`config.mk`:
```
export PLATFORM = sky130hd
export DESIGN_NAME = bcd_clock_setting_controller
export DESIGN_NICKNAME = d
export VERILOG_FILES = /design/src/bcsc_pkg.sv /design/src/bcd_clock_setting_controller.sv
export SDC_FILE = /design/constraint.sdc
export NUM_CORES = 1
export LEC_CHECK = 0
export BUFFER_PORTS_ARGS = -buffer_cell sky130_fd_sc_hd__buf_2
export CAP_MARGIN = 20
export CORE_UTILIZATION = 33
export DETAILED_ROUTE_END_ITERATION = 10
export MAX_ROUTING_LAYER = met4
export PLACE_DENSITY = 0.45
export SLEW_MARGIN = 5
export SYNTH_ARGS = -nofsm -noshare
export SYNTH_HDL_FRONTEND = slang
export SYNTH_SLANG_ARGS = --single-unit
export TNS_END_PERCENT = 100
```
`constraint.sdc`:
```
create_clock -name clk -period 10.9 [get_ports clk]
set_input_delay 0.545 -clock clk [delete_from_list [all_inputs] [get_ports clk]]
set_output_delay 0.545 -clock clk [all_outputs]
set_load 0.02 [all_outputs]
```
`src/bcsc_pkg.sv`:
```
// Package for the BCD clock setting controller: command and address codes,
// per-field wrap limits and the BCD step function. No dependencies.
`timescale 1ns / 1ps

package bcsc_pkg;

	typedef logic [1:0] cmd_t;
	typedef logic [2:0] addr_t;
	typedef logic [2:0] mode_t;
	typedef logic [7:0] field_t;

	// Command codes.
	localparam cmd_t CMD_MODE = 2'd0;
	localparam cmd_t CMD_UP   = 2'd1;
	localparam cmd_t CMD_DOWN = 2'd2;
	localparam cmd_t CMD_LOAD = 2'd3;

	// Clock chip register addresses.
	localparam addr_t ADDR_SEC   = 3'd0;
	localparam addr_t ADDR_MIN   = 3'd1;
	localparam addr_t ADDR_HOUR  = 3'd2;
	localparam addr_t ADDR_WDAY  = 3'd3;
	localparam addr_t ADDR_DATE  = 3'd4;
	localparam addr_t ADDR_MONTH = 3'd5;
	localparam addr_t ADDR_YEAR  = 3'd6;

	localparam int FIELD_COUNT = 7;

	// Setting modes.
	localparam mode_t MODE_NORMAL = 3'd0;
	localparam mode_t MODE_SEC    = 3'd1;
	localparam mode_t MODE_MIN    = 3'd2;
	localparam mode_t MODE_HOUR   = 3'd3;
	localparam mode_t MODE_YEAR   = 3'd4;
	localparam mode_t MODE_MONTH  = 3'd5;
	localparam mode_t MODE_DATE   = 3'd6;
	localparam mode_t MODE_WDAY   = 3'd7;

	// Register address that each setting mode adjusts.
	function automatic addr_t mode_addr(input mode_t mode);
		addr_t a;
		case (mode)
			MODE_SEC:   a = ADDR_SEC;
			MODE_MIN:   a = ADDR_MIN;
			MODE_HOUR:  a = ADDR_HOUR;
			MODE_YEAR:  a = ADDR_YEAR;
			MODE_MONTH: a = ADDR_MONTH;
			MODE_DATE:  a = ADDR_DATE;
			MODE_WDAY:  a = ADDR_WDAY;
			default:    a = ADDR_SEC;
		endcase
		return a;
	endfunction

	// Lowest value of a field, where a downward step wraps.
	function automatic field_t field_low(input addr_t addr);
		field_t v;
		case (addr) inside
			ADDR_WDAY:              v = 8'd2;
			ADDR_DATE, ADDR_MONTH:  v = 8'h01;
			default:                v = 8'h00;
		endcase
		return v;
	endfunction

	// Highest value of a field, where an upward step wraps.
	function automatic field_t field_high(input addr_t addr);
		field_t v;
		case (addr) inside
			ADDR_SEC, ADDR_MIN: v = 8'h59;
			ADDR_HOUR:          v = 8'h23;
			ADDR_WDAY:          v = 8'd8;
			ADDR_DATE:          v = 8'h31;
			ADDR_MONTH:         v = 8'h12;
			default:            v = 8'h99;
		endcase
		return v;
	endfunction

	// Step a two-digit BCD value by one through its binary value. The split
	// back into digits divides by ten through a multiply by 205 and a shift,
	// which is exact for all eight-bit values.
	function automatic field_t bcd_step(input field_t x, input logic down);
		logic [7:0]  bin;
		logic [15:0] prod;
		logic [4:0]  tens;
		logic [7:0]  units;
		bin   = 8'(({4'd0, x[7:4]} * 8'd10) + {4'd0, x[3:0]});
		bin   = down ? bin - 8'd1 : bin + 8'd1;
		prod  = {8'd0, bin} * 16'd205;
		tens  = prod[15:11];
		units = bin - 8'({3'd0, tens} * 8'd10);
		return {tens[3:0], units[3:0]};
	endfunction

endpackage

```
`src/bcd_clock_setting_controller.sv`:
```
// BCD clock setting controller: mode register, seven time registers and the
// step logic with input and result registers. Depends on bcsc_pkg.
`timescale 1ns / 1ps

// Usage
// The input channel (in_valid/in_ready) carries one command word: a mode
// key, an up key, a down key or a load of a value read back from the clock
// chip. Every accepted word produces exactly one result word on the output
// channel (out_valid/out_ready): a write request (write_valid, address and
// new field value) and the setting mode after the command.
// A word is captured in an input register; from there the field selected
// by the mode is stepped in one pass of logic and the result is
// registered in the result register. One word is accepted per cycle in
// steady flow; the state is updated as the word moves into the result
// register, so the following word sees it at once.
// While the receiver stalls, the result register holds its word and the
// input register can still take one more word; after that in_ready drops
// until the result is taken.
// Reset clears the mode to normal, all time registers to zero and empties
// both registers.
module bcd_clock_setting_controller (
	input  logic                 clk,
	input  logic                 arst_n,
	input  logic                 in_valid,
	output logic                 in_ready,
	input  bcsc_pkg::cmd_t       command,
	input  bcsc_pkg::addr_t      load_address,
	input  bcsc_pkg::field_t     load_value,
	output logic                 out_valid,
	input  logic                 out_ready,
	output logic                 write_valid,
	output bcsc_pkg::addr_t      write_address,
	output bcsc_pkg::field_t     write_data,
	output bcsc_pkg::mode_t      setting_mode
);
	import bcsc_pkg::*;

	// Input register.
	logic   valid_s1;
	cmd_t   command_s1;
	addr_t  load_address_s1;
	field_t load_value_s1;

	// Block state.
	mode_t  mode_q;
	field_t time_fields_q [FIELD_COUNT];

	// Result register.
	logic   out_valid_q;
	logic   write_valid_q;
	addr_t  write_address_q;
	field_t write_data_q;
	mode_t  setting_mode_q;

	logic   advance;
	addr_t  step_addr;
	field_t cur_value;
	field_t step_value;
	logic   step_down;
	logic   do_step;
	logic   do_load;
	mode_t  next_mode;

	// The word in the input register moves on when the result slot is free.
	assign advance  = valid_s1 && (!out_valid_q || out_ready);
	assign in_ready = !valid_s1 || advance;

	always_ff @(posedge clk or negedge arst_n) begin
		if (!arst_n) begin
			valid_s1 <= 1'b0;
		end else if (in_ready) begin
			valid_s1 <= in_valid;
		end
	end

	always_ff @(posedge clk) begin
		if (in_ready && in_valid) begin
			command_s1      <= command;
			load_address_s1 <= load_address;
			load_value_s1   <= load_value;
		end
	end

	// Step of the field that the current mode selects.
	assign step_addr = mode_addr(mode_q);
	assign cur_value = time_fields_q[step_addr];
	assign step_down = (command_s1 == CMD_DOWN);
	assign do_step   = (command_s1 == CMD_UP || command_s1 == CMD_DOWN) &&
		(mode_q != MODE_NORMAL);
	assign do_load   = (command_s1 == CMD_LOAD) && (load_address_s1 <= ADDR_YEAR);
	assign next_mode = (command_s1 == CMD_MODE) ? mode_q + 3'd1 : mode_q;

	always_comb begin
		if (!step_down && cur_value == field_high(step_addr)) begin
			step_value = field_low(step_addr);
		end else if (step_down && cur_value == field_low(step_addr)) begin
			step_value = field_high(step_addr);
		end else if (step_addr == ADDR_WDAY) begin
			step_value = step_down ? cur_value - 8'd1 : cur_value + 8'd1;
		end else begin
			step_value = bcd_step(cur_value, step_down);
		end
	end

	// State update as the word leaves the input register.
	always_ff @(posedge clk or negedge arst_n) begin
		if (!arst_n) begin
			mode_q <= MODE_NORMAL;
			for (int i = 0; i < FIELD_COUNT; i++) begin
				time_fields_q[i] <= '0;
			end
		end else if (advance) begin
			mode_q <= next_mode;
			if (do_load) begin
				time_fields_q[load_address_s1] <= load_value_s1;
			end else if (do_step) begin
				time_fields_q[step_addr] <= step_value;
			end
		end
	end

	// Result register.
	always_ff @(posedge clk or negedge arst_n) begin
		if (!arst_n) begin
			out_valid_q <= 1'b0;
		end else if (advance) begin
			out_valid_q <= 1'b1;
		end else if (out_ready) begin
			out_valid_q <= 1'b0;
		end
	end

	always_ff @(posedge clk) begin
		if (advance) begin
			write_valid_q   <= do_step;
			write_address_q <= do_step ? step_addr : ADDR_SEC;
			write_data_q    <= do_step ? step_value : 8'h00;
			setting_mode_q  <= next_mode;
		end
	end

	assign out_valid     = out_valid_q;
	assign write_valid   = write_valid_q;
	assign write_address = write_address_q;
	assign write_data    = write_data_q;
	assign setting_mode  = setting_mode_q;

endmodule

```
==> results by group <==
Yosys
  • Unique cell type count in the Yosys netlist: 76
  • Cell count after synthesis: 743
  • Most common flop cell mapped by yosys: dfrtp_1
  • Summed instance area of the synthesized netlist: 7060 um^2
  • Number of storage elements in the synthesis netlist: 89
  • Dominant cells by area after synthesis: dfrtp_1 22%, ha_1 12%, edfxtp_1 12%
  • Post-synthesis async set-or-reset flop share: 0.685
  • Number of flops mapped to enable cells by yosys: 28
  • Synthesis Warnings: 0
  • Post-synthesis net count: about 840
  • Share of Yosys cell area claimed by the top area cell type: 0.216
  • Most area-hungry cell type in the Yosys netlist: dfrtp_1
  • Average instance area after synthesis: 9.50 um^2
  • Sequential fraction of the synthesis area: 0.336

Critical path
  • Crit start category: register
  • Max Fanout on Critical Path: 14
  • Endpoint type of the worst setup path: register
  • Kind of cell adding the most delay to the critical path: adder cells
  • Slowest-stage cell, CP: fa_1
  • Peak per-stage delay on the critical path: 0.54 ns
  • Most Frequent Cell on Critical Path: ha_1
  • Required time worst endpoint: 11.18 ns
  • CP arrival: 10.55 ns
  • Startpoint-to-endpoint class of the critical path: reg2reg
  • Buf+Inv Stages, Crit Path: 6

Die
  • Area of the placeable core: roughly 21,000 um^2
  • Number of primary I/O pins: 34
  • Die Ht: ~150 um
  • Die Wd: ~150 um
  • Die ar.: 22,000 um^2
  • Number of standard-cell rows in the floorplan: 53
  • Initial Util: 0.336

Detailed routing
  • Post-detailed-route count of antenna-violating nets: 0
  • Drt drc: 0
  • Detail-routed net length per standard cell: about 21 um
  • Drt pass-1 iters: 5
  • Topmost layer with routed signal wires: met4
  • Via count: 6,048
  • Drt initial violations: 597
  • Wire length the detailed router placed on met1: around 10 mm
  • Ratio of routed vias to standard cells: 5.71
  • Wire length after detailed routing: 22.6 mm
  • Detail Route met3 WL: 1.54 mm
  • WL met2: 10.2 mm

Timing
  • Unrepaired setup endpoints after global routing: false
  • Final Critical Period: between 10 and 15 ns
  • Final Worst Setup Slack: 0.624 ns
  • Post-route clock period utilization: 0.943
  • Highest clock rate: 0.0973 GHz
  • Final Hold Fails: 0
  • Worst slew pin tran: about 1.1 ns
  • Final-report max-slew violation count: 0
  • Final setup vio count: 0
  • Worst-case headroom to the max-slew limit: 0.258
  • Layout Skew: 0.0173 ns
  • Worst-case hold slack: 0.343 ns
  • Total negative slack: 0 ns

Global routing
  • Pin count of the biggest net entering global routing: 62
  • Via count of the first global-routing pass: 5,891
  • First-pass GRT wire length: between 30 and 40 mm
  • Global-route usage over all layers: 0.218
  • Remaining global-route overflow: 0
  • Number of antenna violations at the first check in global routing: 0

Placed design
  • Place WS: about 0.44 ns
  • HPWL after detailed placement: roughly 17 mm
  • Final RePlAce weighted congestion: between 0.9 and 1
  • Area of placed instances: 7560 um^2
  • I/O Buffers: 33

Run
  • Max-cap check violation count: 0

Clock network
  • Root buffer cell: clkbuf_16
  • CTS HTree Levels: 3
  • Worst-case clock buffer depth: 2
  • TritonCTS buffer count: 9
  • Clock tree from TritonCTS: yes
  • Clock transition at the register clock pins on the worst setup and hold paths after CTS: 0.07 ns
  • Number of clock sinks: 89
  • Clock latency reported for the late side of the worst-skew pair: 0.37 ns

Layout
  • Filler cell count: 2,126
  • Post-route cell area: 7890 um^2
  • Antenna Cells: 0
  • Area grow syn2layout: 11.8%
  • Register Area: 2370 um^2
  • Combined area of the multi-input logic cells: ~4400 um^2
  • Most frequent cells in the layout: 69 x ha_1, 61 x nand2_1, 60 x dfrtp_1, 54 x inv_1, 52 x o21ai_1
  • Most common cell after layout, fill and taps aside: ha_1
  • Number of nets in the finished design: 878
  • Layout cells sized above 1: 0.125

Hold path
  • Worst min-delay path category: in2async

Status
  • Outcome: completed
## per-layer routing
| metal | up-vias | GRT usage |
|---|---|---|
| li1 | 2843 | - |
| met1 | 2964 | 0.293 |
| met2 | 211 | 0.329 |
| met3 | 30 | 0.0414 |
| met5 | - | - |
| met4 | 0 | 0.0680 |
## path summary, 6_finish.rpt
| check | end | startpoint | cells past startpoint | slack [ns] |
|---|---|---|---|---|
| setup / recovery | time_fields_q[18] | mode_q[0] | 38 | 0.62 |
| min in group clk | load_value_s1[0] | load_value[0] | 1 | 0.36 |
| setup reg to reg | time_fields_q[18] | mode_q[0] | 38 | 0.62 |
| max in group asynchronous | time_fields_q[16] | arst_n | 2 | 9.97 |
| hold reg to reg | time_fields_q[3] | time_fields_q[3] | 2 | 0.52 |
| hold / removal | mode_q[1] | arst_n | 2 | 0.34 |
## cells in the mapped netlist (all sizes together), types with 4 or more instances
| cell | number |
|---|---|
| nor3 | 14 |
| o21bai | 4 |
| mux2i | 17 |
| nand2b | 15 |
| a21oi | 29 |
| xor2 | 12 |
| a31oi | 5 |
| edfxtp | 28 |
| or2 | 6 |
| buf | 13 |
| xnor2 | 23 |
| o221ai | 6 |
| a22oi | 48 |
| o211ai | 6 |
| ha | 69 |
| a21o | 10 |
| a221o | 5 |
| clkbuf | 9 |
| or3 | 5 |
| o21ai | 79 |
| inv | 54 |
| a22o | 4 |
| fa | 12 |
| nor4 | 9 |
| nor2 | 32 |
| nand4 | 7 |
| nand3 | 24 |
| dfrtp | 61 |
| nand2 | 62 |
| o21a | 9 |
| mux2 | 9 |
| o2bb2ai | 4 |
| and2 | 4 |
| and3 | 5 |
## cell type report
| class | instances | share of cell area |
|---|---|---|
| clock buffer | 10 | 0.0317 |
| clock inverter | 6 | 0.00872 |
| inverter | 54 | 0.0257 |
| multi-input combinational | 578 | 0.555 |
| sequential | 89 | 0.300 |
| tap | 275 | 0.0436 |
| timing repair buffer | 48 | 0.0352 |
## sequential cells by signal, summed over array words and instances (netlist names)
name / count
time_fields_q: 56
load_value_s1: 8
write_data: 8
load_address_s1: 3
mode_q: 3
setting_mode: 3
write_address: 3
command_s1: 2
out_valid: 1
valid_s1: 1
write_valid: 1
## kinds of logic (layout without fill, tap and decap cells)
group / Yosys count / after routing / share of synthesized area
DFF: 89 / 89 / 0.336
buffers and inverters: 76 / 118 / 0.0445
xor gates and xnor gates: 35 / 35 / 0.0434
and+or+nand+nor: 196 / 196 / 0.143
adders and majority gates: 83 / 83 / 0.159
muxes: 27 / 27 / 0.0440
AOI/OAI and AO/OA: 237 / 237 / 0.230
## what timing repair did
action | 4_1_cts | 5_1_grt
setup buffers | 0 | 1
endpoints found under the setup margin | 0 | 7
resized for setup | 0 | 1
hold buffers | 0 | 0
hold endpoints to repair | 0 | 0
## per-stage QoR
step           utilization  instances
4_1_cts              0.375       1059
6_report             0.375       1060
5_1_grt              0.375       1060
2_1_floorplan            -        743
3_5_place_dp         0.360       1043
3_3_place_gp         0.360       1043
Power is not shown: default switching activity piles up to over one toggle a cycle in this logic, so the estimate is an artifact.
